`src/hw/rtl/mbrx_pkg.sv`:
```
// ----------------------------------------------------------------------------
// mbrx_pkg
// Shared types, codes and the byte-wide CRC-16 update for the Modbus RTU
// frame receiver.
// ----------------------------------------------------------------------------
package mbrx_pkg;

  localparam int unsigned DATA_W = 8;
  localparam int unsigned WORD_W = 16;
  localparam int unsigned FLEN_W = 9;
  localparam int unsigned TICK_W = 4;
  localparam int unsigned APB_AW = 3;
  localparam int unsigned APB_DW = 32;

  // function codes
  localparam logic [DATA_W-1:0] FC_READ_HOLDING = 8'h03;
  localparam logic [DATA_W-1:0] FC_WRITE_SINGLE = 8'h06;
  localparam logic [DATA_W-1:0] FC_WRITE_MULTI  = 8'h10;

  // register indexes (paddr bit 2)
  localparam logic REG_SLAVE_ID      = 1'b0;
  localparam logic REG_SILENCE_TICKS = 1'b1;

  localparam logic [DATA_W-1:0] SLAVE_ID_RST      = 8'h01;
  localparam logic [TICK_W-1:0] SILENCE_TICKS_RST = 4'd10;

  // input kinds and result kinds
  localparam logic KIND_BYTE   = 1'b0;
  localparam logic KIND_TICK   = 1'b1;
  localparam logic RK_PAYLOAD  = 1'b0;
  localparam logic RK_SUMMARY  = 1'b1;

  localparam logic [WORD_W-1:0] CRC_INIT = 16'hFFFF;
  localparam logic [WORD_W-1:0] CRC_POLY = 16'hA001;

  typedef struct packed {
    logic [DATA_W-1:0] slave_id;
    logic [TICK_W-1:0] silence_ticks;
  } cfg_t;

  typedef struct packed {
    logic              valid;
    logic              kind;
    logic [DATA_W-1:0] function_code;
    logic [WORD_W-1:0] register_address;
    logic [WORD_W-1:0] value_or_quantity;
    logic [DATA_W-1:0] payload_byte;
    logic [FLEN_W-1:0] frame_length;
    logic              crc_ok;
  } res_t;

  // reflected CRC-16, one byte, LSB first
  function automatic logic [WORD_W-1:0] crc16_byte(input logic [WORD_W-1:0] crc,
                                                   input logic [DATA_W-1:0] b);
    logic [WORD_W-1:0] c;
    c = crc ^ {8'h00, b};
    for (int k = 0; k < DATA_W; k++) begin
      if (c[0]) begin
        c = (c >> 1) ^ CRC_POLY;
      end else begin
        c = c >> 1;
      end
    end
    return c;
  endfunction

endpackage

```
`src/hw/rtl/mbrx_apb_regs.sv`:
```
// ----------------------------------------------------------------------------
// mbrx_apb_regs
// APB configuration registers: slave id and silence reload count.
// ----------------------------------------------------------------------------
module mbrx_apb_regs (
  input  logic                          clk_i,
  input  logic                          rst_ni,
  input  logic                          psel,
  input  logic                          penable,
  input  logic                          pwrite,
  input  logic [mbrx_pkg::APB_AW-1:0]   paddr,
  input  logic [mbrx_pkg::APB_DW-1:0]   pwdata,
  output logic [mbrx_pkg::APB_DW-1:0]   prdata,
  output logic                          pready,
  output mbrx_pkg::cfg_t                cfg_o
);
  import mbrx_pkg::*;

  logic [DATA_W-1:0] slave_id_q;
  logic [TICK_W-1:0] silence_ticks_q;
  logic              wr_en;

  assign wr_en  = psel && penable && pwrite;
  assign pready = 1'b1;

  always_ff @(posedge clk_i or negedge rst_ni) begin
    if (!rst_ni) begin
      slave_id_q      <= SLAVE_ID_RST;
      silence_ticks_q <= SILENCE_TICKS_RST;
    end else if (wr_en) begin
      case (paddr[2])
        REG_SLAVE_ID:      slave_id_q      <= pwdata[DATA_W-1:0];
        REG_SILENCE_TICKS: silence_ticks_q <= pwdata[TICK_W-1:0];
        default:           slave_id_q      <= slave_id_q;
      endcase
    end
  end

  always_comb begin
    case (paddr[2])
      REG_SLAVE_ID:      prdata = APB_DW'(slave_id_q);
      REG_SILENCE_TICKS: prdata = APB_DW'(silence_ticks_q);
      default:           prdata = '0;
    endcase
  end

  assign cfg_o.slave_id      = slave_id_q;
  assign cfg_o.silence_ticks = silence_ticks_q;

endmodule

```
`src/hw/rtl/mbrx_frame.sv`:
```
// ----------------------------------------------------------------------------
// mbrx_frame
// Frame state and decode: byte counter, silence timer, held header fields,
// two-byte checksum window and running CRC. One beat per cycle while fire_i is high.
// ----------------------------------------------------------------------------
module mbrx_frame #(
  parameter int unsigned MAX_FRAME_BYTES = 256,
  parameter int unsigned CNT_W           = 9
) (
  input  logic                        clk_i,
  input  logic                        rst_ni,
  input  logic                        fire_i,
  input  logic                        kind_i,
  input  logic [mbrx_pkg::DATA_W-1:0] rx_byte_i,
  input  mbrx_pkg::cfg_t              cfg_i,
  output mbrx_pkg::res_t              res_o
);
  import mbrx_pkg::*;

  localparam logic [CNT_W-1:0] CNT_MAX = CNT_W'(MAX_FRAME_BYTES);
  localparam logic [CNT_W-1:0] CNT_ONE = CNT_W'(1);
  localparam logic [CNT_W-1:0] CNT_FC  = CNT_W'(1);
  localparam logic [CNT_W-1:0] CNT_AHI = CNT_W'(2);
  localparam logic [CNT_W-1:0] CNT_ALO = CNT_W'(3);
  localparam logic [CNT_W-1:0] CNT_VHI = CNT_W'(4);
  localparam logic [CNT_W-1:0] CNT_VLO = CNT_W'(5);
  localparam logic [CNT_W-1:0] CNT_BC  = CNT_W'(6);
  localparam logic [CNT_W-1:0] CNT_FIX_END = CNT_W'(8);

  logic [CNT_W-1:0]  byte_count_q, byte_count_d;
  logic [TICK_W-1:0] silence_timer_q, silence_timer_d;
  logic [DATA_W-1:0] held_function_q, held_function_d;
  logic [WORD_W-1:0] held_address_q, held_address_d;
  logic [WORD_W-1:0] held_value_q, held_value_d;
  logic [DATA_W-1:0] payload_length_q, payload_length_d;
  logic [WORD_W-1:0] running_crc_q, running_crc_d;
  logic [WORD_W-1:0] last_two_q, last_two_d;

  always_ff @(posedge clk_i or negedge rst_ni) begin
    if (!rst_ni) begin
      byte_count_q     <= '0;
      silence_timer_q  <= '0;
      held_function_q  <= '0;
      held_address_q   <= '0;
      held_value_q     <= '0;
      payload_length_q <= '0;
      running_crc_q    <= CRC_INIT;
      last_two_q       <= '0;
    end else if (fire_i) begin
      byte_count_q     <= byte_count_d;
      silence_timer_q  <= silence_timer_d;
      held_function_q  <= held_function_d;
      held_address_q   <= held_address_d;
      held_value_q     <= held_value_d;
      payload_length_q <= payload_length_d;
      running_crc_q    <= running_crc_d;
      last_two_q       <= last_two_d;
    end
  end

  always_comb begin
    logic [CNT_W-1:0] cnt0;
    logic [CNT_W-1:0] cnt_inc;
    logic             quiet;
    logic             take;
    logic             done;
    logic             ok;
    logic [9:0]       multi_end;
    logic [9:0]       payload_end;

    byte_count_d     = byte_count_q;
    silence_timer_d  = silence_timer_q;
    held_function_d  = held_function_q;
    held_address_d   = held_address_q;
    held_value_d     = held_value_q;
    payload_length_d = payload_length_q;
    running_crc_d    = running_crc_q;
    last_two_d       = last_two_q;

    res_o                   = '0;
    res_o.function_code     = held_function_q;
    res_o.register_address  = held_address_q;
    res_o.value_or_quantity = held_value_q;

    quiet   = (silence_timer_q == '0);
    cnt0    = (quiet || byte_count_q == CNT_MAX) ? '0 : byte_count_q;
    cnt_inc = cnt0 + CNT_ONE;
    take    = 1'b0;
    done    = 1'b0;
    ok      = 1'b0;
    payload_end = 10'(payload_length_q) + 10'd7;
    multi_end   = 10'(payload_length_q) + 10'd9;

    if (kind_i == KIND_TICK) begin
      if (!quiet) begin
        silence_timer_d = silence_timer_q - TICK_W'(1);
      end
    end else begin
      byte_count_d = cnt0;
      if (quiet && rx_byte_i == cfg_i.slave_id) begin
        running_crc_d    = CRC_INIT;
        last_two_d       = {8'h00, rx_byte_i};
        payload_length_d = '0;
        byte_count_d     = CNT_ONE;
      end else if (cnt0 == CNT_FC && (rx_byte_i == FC_READ_HOLDING ||
                   rx_byte_i == FC_WRITE_SINGLE || rx_byte_i == FC_WRITE_MULTI)) begin
        held_function_d = rx_byte_i;
        take            = 1'b1;
      end else if (cnt0 >= CNT_AHI && cnt0 <= CNT_VLO) begin
        case (cnt0)
          CNT_AHI: held_address_d[15:8] = rx_byte_i;
          CNT_ALO: held_address_d[7:0]  = rx_byte_i;
          CNT_VHI: held_value_d[15:8]   = rx_byte_i;
          default: held_value_d[7:0]    = rx_byte_i;
        endcase
        take = 1'b1;
      end else if (cnt0 >= CNT_BC && (held_function_q == FC_READ_HOLDING ||
                   held_function_q == FC_WRITE_SINGLE)) begin
        take = 1'b1;
        done = (cnt_inc == CNT_FIX_END);
      end else if (cnt0 >= CNT_BC && held_function_q == FC_WRITE_MULTI) begin
        if (cnt0 == CNT_BC) begin
          payload_length_d = rx_byte_i;
        end else if (10'(cnt0) < payload_end) begin
          res_o.valid        = 1'b1;
          res_o.kind         = RK_PAYLOAD;
          res_o.payload_byte = rx_byte_i;
        end
        take = 1'b1;
        // byte count opens no frame end, so the old length is safe here
        done = (10'(cnt_inc) == multi_end) && (cnt0 != CNT_BC);
      end else begin
        byte_count_d = '0;
      end

      if (take) begin
        // the byte leaving the checksum window enters the CRC
        if (cnt0 >= CNT_AHI) begin
          running_crc_d = crc16_byte(running_crc_q, last_two_q[15:8]);
        end
        last_two_d   = {last_two_q[7:0], rx_byte_i};
        byte_count_d = cnt_inc;
      end

      silence_timer_d = cfg_i.silence_ticks;

      if (done) begin
        ok                 = (running_crc_d == last_two_d);
        res_o.valid        = 1'b1;
        res_o.kind         = RK_SUMMARY;
        res_o.payload_byte = '0;
        res_o.frame_length = FLEN_W'(cnt_inc);
        res_o.crc_ok       = ok;
        byte_count_d       = '0;
        if (ok) begin
          silence_timer_d = '0;
        end
      end
    end
  end

endmodule

```
`src/hw/rtl/modbus_rtu_frame_receiver_core.sv`:
```
// ----------------------------------------------------------------------------
// modbus_rtu_frame_receiver_core
// Modbus RTU slave frame receiver: address/function filter, header capture,
// multi-write payload stream and CRC-16 check at frame end.
// ----------------------------------------------------------------------------
// Path: an accepted input beat passes through the input register, then decode
// and CRC update into the result register, which drives the output.
// Throughput: one input beat per cycle; the byte-wide CRC update sits in the
// decode stage. Stall only builds up when the output is stalled with a result.
// Reset: asynchronous, active low; clears both pipeline valids and frame
// state, config returns to slave id 1 and 10 silence ticks.
module modbus_rtu_frame_receiver_core #(
  parameter int unsigned MAX_FRAME_BYTES = 256
) (
  input  logic                          clk_i,
  input  logic                          rst_ni,
  input  logic                          in_valid_i,
  output logic                          in_stall_o,
  input  logic                          kind_i,
  input  logic [mbrx_pkg::DATA_W-1:0]   rx_byte_i,
  output logic                          out_valid_o,
  input  logic                          out_stall_i,
  output logic                          result_kind_o,
  output logic [mbrx_pkg::DATA_W-1:0]   function_code_o,
  output logic [mbrx_pkg::WORD_W-1:0]   register_address_o,
  output logic [mbrx_pkg::WORD_W-1:0]   value_or_quantity_o,
  output logic [mbrx_pkg::DATA_W-1:0]   payload_byte_o,
  output logic [mbrx_pkg::FLEN_W-1:0]   frame_length_o,
  output logic                          crc_ok_o,
  input  logic                          psel,
  input  logic                          penable,
  input  logic                          pwrite,
  input  logic [mbrx_pkg::APB_AW-1:0]   paddr,
  input  logic [mbrx_pkg::APB_DW-1:0]   pwdata,
  output logic [mbrx_pkg::APB_DW-1:0]   prdata,
  output logic                          pready
);
  import mbrx_pkg::*;

  localparam int unsigned CNT_W = $clog2(MAX_FRAME_BYTES + 1);

  cfg_t              cfg;
  res_t              res;
  logic              in_valid_q;
  logic              kind_q;
  logic [DATA_W-1:0] rx_byte_q;
  logic              advance;
  logic              fire;
  res_t              out_q;
  logic              out_valid_q;

  mbrx_apb_regs u_regs (
    .clk_i   (clk_i),
    .rst_ni  (rst_ni),
    .psel    (psel),
    .penable (penable),
    .pwrite  (pwrite),
    .paddr   (paddr),
    .pwdata  (pwdata),
    .prdata  (prdata),
    .pready  (pready),
    .cfg_o   (cfg)
  );

  assign advance    = !out_valid_q || !out_stall_i;
  assign fire       = in_valid_q && advance;
  assign in_stall_o = in_valid_q && !advance;

  always_ff @(posedge clk_i or negedge rst_ni) begin
    if (!rst_ni) begin
      in_valid_q <= 1'b0;
    end else if (!in_stall_o) begin
      in_valid_q <= in_valid_i;
    end
  end

  always_ff @(posedge clk_i) begin
    if (in_valid_i && !in_stall_o) begin
      kind_q    <= kind_i;
      rx_byte_q <= rx_byte_i;
    end
  end

  mbrx_frame #(
    .MAX_FRAME_BYTES (MAX_FRAME_BYTES),
    .CNT_W           (CNT_W)
  ) u_frame (
    .clk_i     (clk_i),
    .rst_ni    (rst_ni),
    .fire_i    (fire),
    .kind_i    (kind_q),
    .rx_byte_i (rx_byte_q),
    .cfg_i     (cfg),
    .res_o     (res)
  );

  always_ff @(posedge clk_i or negedge rst_ni) begin
    if (!rst_ni) begin
      out_valid_q <= 1'b0;
    end else if (advance) begin
      out_valid_q <= fire && res.valid;
    end
  end

  always_ff @(posedge clk_i) begin
    if (fire && res.valid) begin
      out_q <= res;
    end
  end

  assign out_valid_o         = out_valid_q;
  assign result_kind_o       = out_q.kind;
  assign function_code_o     = out_q.function_code;
  assign register_address_o  = out_q.register_address;
  assign value_or_quantity_o = out_q.value_or_quantity;
  assign payload_byte_o      = out_q.payload_byte;
  assign frame_length_o      = out_q.frame_length;
  assign crc_ok_o            = out_q.crc_ok;

endmodule

```
`config.mk`:
```
export PLATFORM = sky130hd
export DESIGN_NAME = modbus_rtu_frame_receiver_core
export DESIGN_NICKNAME = d
export VERILOG_FILES = /design/src/hw/rtl/mbrx_pkg.sv /design/src/hw/rtl/mbrx_apb_regs.sv /design/src/hw/rtl/mbrx_frame.sv /design/src/hw/rtl/modbus_rtu_frame_receiver_core.sv
export SDC_FILE = /design/constraint.sdc
export NUM_CORES = 1
export LEC_CHECK = 0
export ABC_AREA = 1
export BUFFER_PORTS_ARGS = -buffer_cell sky130_fd_sc_hd__buf_4
export CORE_MARGIN = 2
export CORE_UTILIZATION = 44
export DETAILED_ROUTE_END_ITERATION = 8
export PLACE_DENSITY = 0.71
export SLEW_MARGIN = 5
export SYNTH_ARGS = -nofsm -noshare
export SYNTH_HDL_FRONTEND = slang
export SYNTH_SLANG_ARGS = --single-unit
```
`constraint.sdc`:
```
create_clock -name clk_i -period 6.9 [get_ports clk_i]
set_input_delay 1.035 -clock clk_i [delete_from_list [all_inputs] [get_ports clk_i]]
set_output_delay 1.035 -clock clk_i [all_outputs]
set_load 0.02 [all_outputs]
```
==> results of run 1 <==
report_power, final:
group | internal (mW) | total [mW] | switching [mW]
sequential | 1.27 | 1.38 | 0.112
combinational | 0.339 | 0.901 | 0.562
clock | 0.526 | 0.988 | 0.462
state kept, by name (all words and copies together), names as in the netlist, 8 cells and up:
| name | flops |
|---|---|
| u_frame.payload_length_q | 8 |
| u_frame.byte_count_q | 9 |
| payload_byte_o | 8 |
| u_frame.last_two_q | 16 |
| u_regs.slave_id_q | 8 |
| u_frame.held_value_q | 16 |
| u_frame.running_crc_q | 16 |
| rx_byte_q | 8 |
| u_frame.held_address_q | 16 |
| frame_length_o | 9 |
| function_code_o | 8 |
| register_address_o | 16 |
| value_or_quantity_o | 16 |
| u_frame.held_function_q | 8 |
kinds of logic (layout without fill, tap and decap cells):
logic type	after synthesis	after routing	share of synthesized area, %
compound gates	150	150	8.78
xor+xnor	35	35	3.33
fa+ha+maj	17	17	2.31
buf+inv	185	262	8.93
flops	175	175	51.5
other cells	2	25	0.0816
simple gates	538	538	25.0
metal layers:
layer  part of all wire (%)  vias up  global-route usage (%)
met4                    1.3        0                    6.48
met5                      0        -                       0
met1                     45     3527                    28.2
met3                    7.9       24                    4.36
met2                     45      291                    30.9
li1                       -     3701                       -
worst min-delay path by stage:
stage	startpoint	endpoint	slack, ps
after global routing	u_frame.held_value_q[15]	value_or_quantity_o[15]	450
final	u_frame.held_value_q[15]	value_or_quantity_o[15]	450
after detailed placement	u_frame.held_value_q[15]	value_or_quantity_o[15]	430
after global placement	u_frame.held_address_q[3]	register_address_o[3]	430
after floorplan	u_frame.held_function_q[3]	function_code_o[3]	420
after CTS	u_frame.held_function_q[6]	function_code_o[6]	450
through the flow:
stage               util [%]  area (sq um)
global placement        49.3         10000
CTS                     52.4         10700
finish                  52.4         10700
detailed placement      49.3         10000
global route            52.4         10700
floorplan                  -          9290
synth_stat cells (5+ instances only):
cell | n | area share (%)
nand2_1 | 303 | 12
inv_1 | 125 | 5.1
o21ai_0 | 109 | 5.9
nor2_1 | 101 | 4.1
dfrtp_1 | 88 | 24
nand3_1 | 74 | 4.0
edfxtp_1 | 68 | 22
buf_4 | 29 | 2.4
xor2_1 | 21 | 2.0
a21oi_1 | 19 | 1.0
dfstp_2 | 19 | 5.4
clkbuf_1 | 18 | 0.73
nand4_1 | 18 | 1.2
ha_1 | 17 | 2.3
xnor2_1 | 14 | 1.3
nor2_2 | 7 | 0.48
nor3_1 | 7 | 0.38
inv_2 | 5 | 0.20
nor4_1 | 5 | 0.34
o21ai_1 | 5 | 0.27
or2_2 | 5 | 0.34
cell type report:
class                           instances  share of cell area (%)
Tap cell                              270                    3.17
Inverter                              133                    4.68
Clock inverter                         14                    1.86
Multi-Input combinational cell        765                    35.0
Timing Repair Buffer                   97                    6.82
Sequential cell                       175                    44.4
Clock buffer                           18                    4.02
==> results.cfg, run 1 <==
[pwr]
p_leak_nw = 4.99
ir_drop_mv = 0.206
p_total_mw = 3.27
power.density_nw_per_um2 = 307

[synth]
synth_cell_types = 48
synth_flop_cell = dfrtp_1
synthesis.area_sq_um = 9200
synth_edf_count = 68
yosys_warnings = 0
synthArstFlopShare_pct = 61.1
synth-seq-area-share_pct = 51.5
ys_ff_latch = 175
syn_avg_cell_area_sq_um = 8.35
netlist_instances = 1102

[setup_path]
regToRegEndpoint = crc_ok_o
reg2reg_slack_ps = 1950
crit_type = flop to flop
path_buf_inv = 3
start_kind = flop
cp_cell_sequence = inv_1 -> ha_1 -> nand3_1 -> nand2_1 -> nor2_1 -> inv_1 -> ha_1 -> nand2_1 -> nor2_1 -> nand2_1 -> nand2_1 -> o21ai_2 -> nand2_1 -> o21ai_0 -> inv_1 -> nand2_1 -> nand2_1 -> nor2_1 -> nand2_1 -> nor2_1 -> nand3_2 -> nor2_1
cp.arrival_ps = 5250
endpoint_kind = flop
critPathMaxStageDelay_ps = 690
cp.required_ps = 7190
worst-path-stages = 22
crit_end = crc_ok_o
crit_start = u_frame.silence_timer_q[0]
worstReg2RegStart = u_frame.silence_timer_q[0]
critPathMostFrequentCell = nand2_1
path_max_fanout = 29
crit_slowest_cell = nand2_1
worst-r2r-cell-count = 22
crit_family = simple AND/OR/NAND/NOR gates

[route]
postRouteWirelength_mm = 21.7
post_drt_wl_per_cell_um = 14.7
postRouteAntennaNets = 0
viasPerCell = 5.12
vias = 7543
first_iter_violations = 691
drc = 0
dr.pass1.iters = 7

[timing]
slew_viol_final = 0
rsz0062_at_grt = no
setup_ws_ps = 1950
tightest_slew_ps = 1030
skew_ps = 7.33
min_period_ps = 4950
whs_ps = 448
hold_viol = 0
max_slew_margin_pct = 31.5
finalSetupViolCount = 0
period_share_pct = 71.7
finalSetupTns_ps = 0
fmax_mhz = 202

[final_layout]
layout_commonest_cell = nand2_1
n_antenna_cell = 0
multi_input_area_sq_um = 3730
syn2layout_area_growth_pct = 16.0
fin_nets = 1257
drive_gt1_share_pct = 14.7
nFillCells = 1902
final-seq-area_sq_um = 4740
instances_no_fill = 1472
final_cell_mix = nand2_1 (303), inv_1 (125), o21ai_0 (109)

[die]
die_h_um = 149
die_area_sq_um = 22100
die_w_um = 149
core_sq_um = 20400
io_pins = 145
start_util_pct = 45.2
row_count = 52

[placement]
dp_slack_ps = 2010
dpl.cell_count = 1440
dpl.hpwl_mm = 15.3
gp_congestion = 0.927
io_buffers = 93

[global_routing]
first_global_vias = 6828
grtUsageTotal_pct = 20.0
grt_first_pass_wirelength_mm = 34.5
overflow = 0
grt_max_degree = 80
grt_antenna_before_repair = 0

[clocking]
hold_buffers = 0
cts_tree = done
cts_sinks = 175
htree_levels = 4
cts.reportedPaths.clkPinSlew_ps = 70
numCtsBuffers = 17
insertion_delay_ps = 440
cts.path.max_buffers = 2
post_cts_buffers = 0
ctsResizeCount = 0
root_buffer = clkbuf_16

[job]
drv_cap = 0

[status]
outcome = finished clean

[worst_hold_path]
hold_path_class = flop to flop
min_path_cells = 0
(Power assumes the default switching activity.)
==> run 2, diff against run 1 <==
==> constraint.sdc (replaced) <==
create_clock -name clk_i -period 4.7 [get_ports clk_i]
set_input_delay 0.705 -clock clk_i [delete_from_list [all_inputs] [get_ports clk_i]]
set_output_delay 0.705 -clock clk_i [all_outputs]
set_load 0.02 [all_outputs]
==> results.cfg, run 2 (same netlist as run 1, synthesis figures left out) <==
[global_routing]
grt_antenna_before_repair = 0
grt_max_degree = 75
grtUsageTotal_pct = 20.4
first_global_vias = 6885
grt_first_pass_wirelength_mm = 35.1
overflow = 0

[job]
drv_cap = 0

[timing]
fmax_mhz = 247
rsz0062_at_grt = no
finalSetupTns_ps = 0
max_slew_margin_pct = 36.0
min_period_ps = 4050
period_share_pct = 86.1
hold_viol = 0
skew_ps = 14.3
whs_ps = 402
finalSetupViolCount = 0
tightest_slew_ps = 960
slew_viol_final = 0

[worst_hold_path]
hold_path_class = input pin to asynchronous set/reset pin

[setup_path]
start_kind = flop
endpoint_kind = flop
cp.required_ps = 5010
path_max_fanout = 29
cp.arrival_ps = 4360
crit_type = flop to flop

[clocking]
hold_buffers = 0
root_buffer = clkbuf_16
cts.reportedPaths.clkPinSlew_ps = 80
numCtsBuffers = 17
htree_levels = 4
post_cts_buffers = 0
insertion_delay_ps = 440
ctsResizeCount = 0
cts_sinks = 175
cts_tree = done
cts.path.max_buffers = 2

[die]
io_pins = 145
die_w_um = 149
die_area_sq_um = 22100
start_util_pct = 45.2
row_count = 52
die_h_um = 149
core_sq_um = 20400

[placement]
gp_congestion = 0.911
io_buffers = 93
dpl.hpwl_mm = 15.5
dpl.cell_count = 1449

[final_layout]
drive_gt1_share_pct = 15.4
layout_commonest_cell = nand2_1
n_antenna_cell = 0
fin_nets = 1266
instances_no_fill = 1481
final_cell_mix = nand2_1 (303), inv_1 (125), o21ai_0 (109)
syn2layout_area_growth_pct = 16.6

[pwr]
p_int_mw = 3.08
switchingPower_mw = 1.69
seq_power_share_pct = 42.6
ir_drop_mv = 0.291
switching_share_pct = 35.3
p_leak_nw = 5.01
power.density_nw_per_um2 = 445
share_comb_of_total_power_pct = 27.9
p_clk_share_pct = 29.6
p_total_mw = 4.77

[route]
vias = 7533
post_drt_wl_per_cell_um = 14.8
first_iter_violations = 715
drc = 0
viasPerCell = 5.09
dr.pass1.iters = 8
postRouteAntennaNets = 0
postRouteWirelength_mm = 21.9

[status]
outcome = finished clean
==> run 2: critical path, cell delays in order, from the launching register on <==
cell and delay (ps):
dfrtp_1 340, inv_1 70, ha_1 230, nand3_1 170, inv_1 120, nor2_4 190
nand2_1 140, inv_1 190, ha_1 170, nand2_1 50, nor2_1 100, nand2_1 160
nand2_1 210, o21ai_2 220, nand2_1 150, buf_4 280, inv_1 170, o21ai_0 100
o21ai_1 120, inv_1 60, nand2_1 50, nand2_1 60, nand2_1 50, nor2_1 170
nand3_2 190, nand2_1 110, a21oi_1 60
==> run 2: layer usage <==
metal | wire length [um] | up-vias | global-route usage [%]
met4 | 402 | 0 | 6.67
met5 | 0 | - | 0
li1 | - | 3729 | -
met2 | 9960 | 301 | 31.8
met3 | 1630 | 29 | 3.96
met1 | 9960 | 3474 | 28.7
==> run 2: power groups by stage <==
stage                     logic, mW  clock network (mW)  registers (mW)
after floorplan                1.06                   0            2.01
after global placement         1.28                   0            2.05
after detailed placement       1.32                   0            2.06
after CTS                      1.33                1.43            2.03
after global routing           1.55                1.50            2.06
final                          1.33                1.41            2.03
==> run 2: path summary, 6_finish.rpt <==
kind,from,cells after the start,slack (ps),to
max in group asynchronous,rst_ni,2,3200,u_regs.silence_ticks_q[1]
worst min-delay path,rst_ni,1,400,u_frame.byte_count_q[3]
min in group clk_i,rx_byte_i[5],1,440,rx_byte_q[5]
worst max register to register,u_frame.silence_timer_q[0],26,650,u_frame.silence_timer_q[0]
worst max-delay path,u_frame.silence_timer_q[0],26,650,u_frame.silence_timer_q[0]
worst min register to register,u_frame.held_value_q[9],0,450,value_or_quantity_o[9]
==> run 2: layout make-up <==
cell class	instances	area, sq um
clock buffers	18	429
clock inverters	14	178
fillers	1879	9630
inverters	133	499
multi-input cells	765	3730
flip-flops and latches	175	4740
well taps	270	338
repair buffers	106	808
==> run 2: through the flow <==
stage | setup WS, ps | utilization (%) | instance area (sq um)
5_1_grt | 266 | 52.7 | 10700
4_1_cts | 682 | 52.7 | 10700
3_3_place_gp | 824 | 49.7 | 10100
3_5_place_dp | 721 | 49.7 | 10100
2_1_floorplan | 121 | - | 9290
6_report | 655 | 52.7 | 10700
==> run 3, diff against run 2 <==
--- a/config.mk
+++ b/config.mk
@@ -5,12 +5,11 @@
 export SDC_FILE = /design/constraint.sdc
 export NUM_CORES = 1
 export LEC_CHECK = 0
-export ABC_AREA = 1
 export BUFFER_PORTS_ARGS = -buffer_cell sky130_fd_sc_hd__buf_4
 export CORE_MARGIN = 2
-export CORE_UTILIZATION = 44
+export CORE_UTILIZATION = 57
 export DETAILED_ROUTE_END_ITERATION = 8
-export PLACE_DENSITY = 0.71
+export PLACE_DENSITY = 0.86
 export SLEW_MARGIN = 5
 export SYNTH_ARGS = -nofsm -noshare
 export SYNTH_HDL_FRONTEND = slang
==> results.cfg, run 3 <==
[route]
viasPerCell = 6.05
postRouteWirelength_mm = 22.6
wl_met3_mm = 1.80
post_drt_wl_per_cell_um = 20.2
first_iter_violations = 534
dr.pass1.iters = 5
route.met2.wl_mm = 10.8
postRouteAntennaNets = 0
drc = 0
vias = 6778
wl_met1_mm = 9.37
top_layer_used = met4

[synth]
synth-seq-area-share_pct = 51.5
ys_ff_latch = 175
syn_avg_cell_area_sq_um = 11.5
synth_cell_types = 80
yosys.area.top_type = dfrtp_1
synth_edf_count = 68
synthesis.area_sq_um = 9200
yosys_warnings = 0
yosysMostFrequentCell = dfrtp_1
netlist.area_leader.share_pct = 23.9
netlist_instances = 802
synth_flop_cell = dfrtp_1
synthTopCellsByCount = dfrtp_1 (88), edfxtp_1 (68), mux2_2 (52)
synthArstFlopShare_pct = 61.1
synth_area_leaders = dfrtp_1 (24%), edfxtp_1 (22%), mux2_2 (6.4%)

[final_layout]
instances_no_fill = 1120
drive_gt1_share_pct = 26.7
syn2layout_area_growth_pct = 15.8
fin_nets = 959
final_cell_mix = buf_4 (110), dfrtp_1 (88), edfxtp_1 (68)
layout_commonest_cell = buf_4
n_antenna_cell = 0
stdcell_area_sq_um = 10700

[timing]
period_share_pct = 94.9
skew_ps = 11.3
tightest_slew_ps = 1100
fmax_mhz = 224
hold_viol = 0
slew_viol_final = 0
setup_ws_ps = 239
max_slew_margin_pct = 26.7
finalSetupTns_ps = 0
finalSetupViolCount = 0
whs_ps = 438
min_period_ps = 4460

[setup_path]
endpoint_kind = flop
worstReg2RegStart = u_frame.silence_timer_q[0]
crit_start = u_frame.silence_timer_q[0]
cp_cell_sequence = inv_1 -> ha_1 -> or3b_1 -> nand2_1 -> inv_1 -> ha_2 -> nor2b_1 -> a211oi_4 -> nand4_1 -> or4_1 -> o32a_2 -> a21boi_0 -> buf_4 -> nor2_4 -> clkbuf_16
crit_family = simple AND/OR/NAND/NOR gates
path_max_fanout = 24
worst-r2r-cell-count = 15
path_buf_inv = 4
critPathMostFrequentCell = inv_1
cp.required_ps = 4850
crit_slowest_cell = or4_1
worst-path-stages = 15
cp.arrival_ps = 4610
critPathMaxStageDelay_ps = 570
crit_type = flop to flop
start_kind = flop

[placement]
gp_congestion = 1.02
dpl.hpwl_mm = 15.3
dpl.cell_count = 1087
place_area_sq_um = 10000
dp_slack_ps = 338
io_buffers = 93

[die]
row_count = 46
die_area_sq_um = 17200
die_w_um = 131
start_util_pct = 58.2
core_sq_um = 15800
die_h_um = 131
io_pins = 145

[clocking]
cts_sinks = 175
insertion_delay_ps = 450
htree_levels = 4
cts_tree = done
numCtsBuffers = 17
post_cts_buffers = 0
root_buffer = clkbuf_16
cts.path.max_buffers = 2
cts.reportedPaths.clkPinSlew_ps = 70

[global_routing]
first_global_vias = 6662
grt_antenna_before_repair = 0
grt_first_pass_wirelength_mm = 35.3
grt_max_degree = 87
overflow = 0
grtUsageTotal_pct = 27.3

[pwr]
ir_drop_mv = 0.272
p_clk_share_pct = 40.7
switching_share_pct = 27.4
p_leak_nw = 4.64
share_comb_of_total_power_pct = 9.3
switchingPower_uw = 938
power.density_nw_per_um2 = 321
p_int_mw = 2.48
seq_power_share_pct = 49.9

[worst_hold_path]
min_path_cells = 1
min_from = rx_byte_i[3]
hold_path_class = input pin to flop

[status]
outcome = finished clean

[job]
drv_cap = 0
==> run 3: changes by cell type after synthesis, moves of 9 or more <==
cell     before  now
inv_1       125   24
nand2_1     303   46
mux2i_1       0    9
xnor2_1      14   50
o21ai_0     109   22
nor2_1      101   39
a21oi_1      19   35
mux2_2        0   52
buf_2         3   16
nor2b_1       0   12
nand3_1      74   15
and2_1        0   27
a22o_1        0   21
==> run 3: per-layer routing <==
layer  GRT usage (%)  vias to the layer above
li1                -                     3066
met2            43.3                      334
met1            36.3                     3316
met3            6.25                       62
met5               0                        -
met4            12.1                        0
==> run 3: stage by stage <==
stage / utilization [%] / total power [mW]
2_1_floorplan: - / 1.94
3_3_place_gp: 63.3 / 2.03
3_5_place_dp: 63.3 / 2.05
4_1_cts: 67.1 / 3.43
5_1_grt: 67.3 / 3.54
6_report: 67.3 / 3.42
==> run 3: cells by family (layout without fill, tap and decap cells) <==
group,count (synthesis),count (layout),synth area share (%)
xor+xnor,65,65,6.33
other cells,2,25,0.0816
buf+inv,91,170,5.36
flops,175,175,51.5
fa+ha+maj,17,17,2.31
compound gates,160,160,12.3
simple gates,231,231,14.7
mux,61,61,7.34
==> run 3: repair_timing <==
| item | 4_1_cts | 5_1_grt |
|---|---|---|
| hold buffers | 0 | 0 |
| gates resized for setup | 0 | 5 |
| setup endpoints to repair | 0 | 59 |
==> run 3: worst paths after layout <==
path | slack (ps) | endpoint
max reg2reg | 240 | function_code_o[0]
min | 440 | rx_byte_q[3]
min in group asynchronous | 470 | u_frame.last_two_q[7]
max | 240 | function_code_o[0]
max in group asynchronous | 3260 | u_frame.running_crc_q[12]
min reg2reg | 450 | register_address_o[0]
==> run 3: power by group through the flow <==
stage	registers, mW	clock network (mW)	logic (mW)
after floorplan	1.69	0	0.245
after global placement	1.73	0	0.303
after detailed placement	1.74	0	0.313
after CTS	1.71	1.41	0.317
after global routing	1.71	1.48	0.351
final	1.71	1.39	0.318
==> run 3: layout make-up <==
cell class | instances | area (sq um)
clock buffer | 18 | 429
clock inverter | 14 | 165
fill | 1173 | 5170
inverter | 25 | 93.8
multi-input combinational | 559 | 4070
sequential | 175 | 4740
tap | 216 | 270
timing repair buffer | 113 | 882
==> run 3: worst reg2reg max path: stages (launching register included) <==
cell and delay, ps:
dfrtp_1 410, inv_1 110, ha_1 250, or3b_1 430
nand2_1 200, inv_1 140, ha_2 250, nor2b_1 170
a211oi_4 320, nand4_1 170, or4_1 570, o32a_2 280
a21boi_0 150, buf_4 180, nor2_4 250, clkbuf_16 270
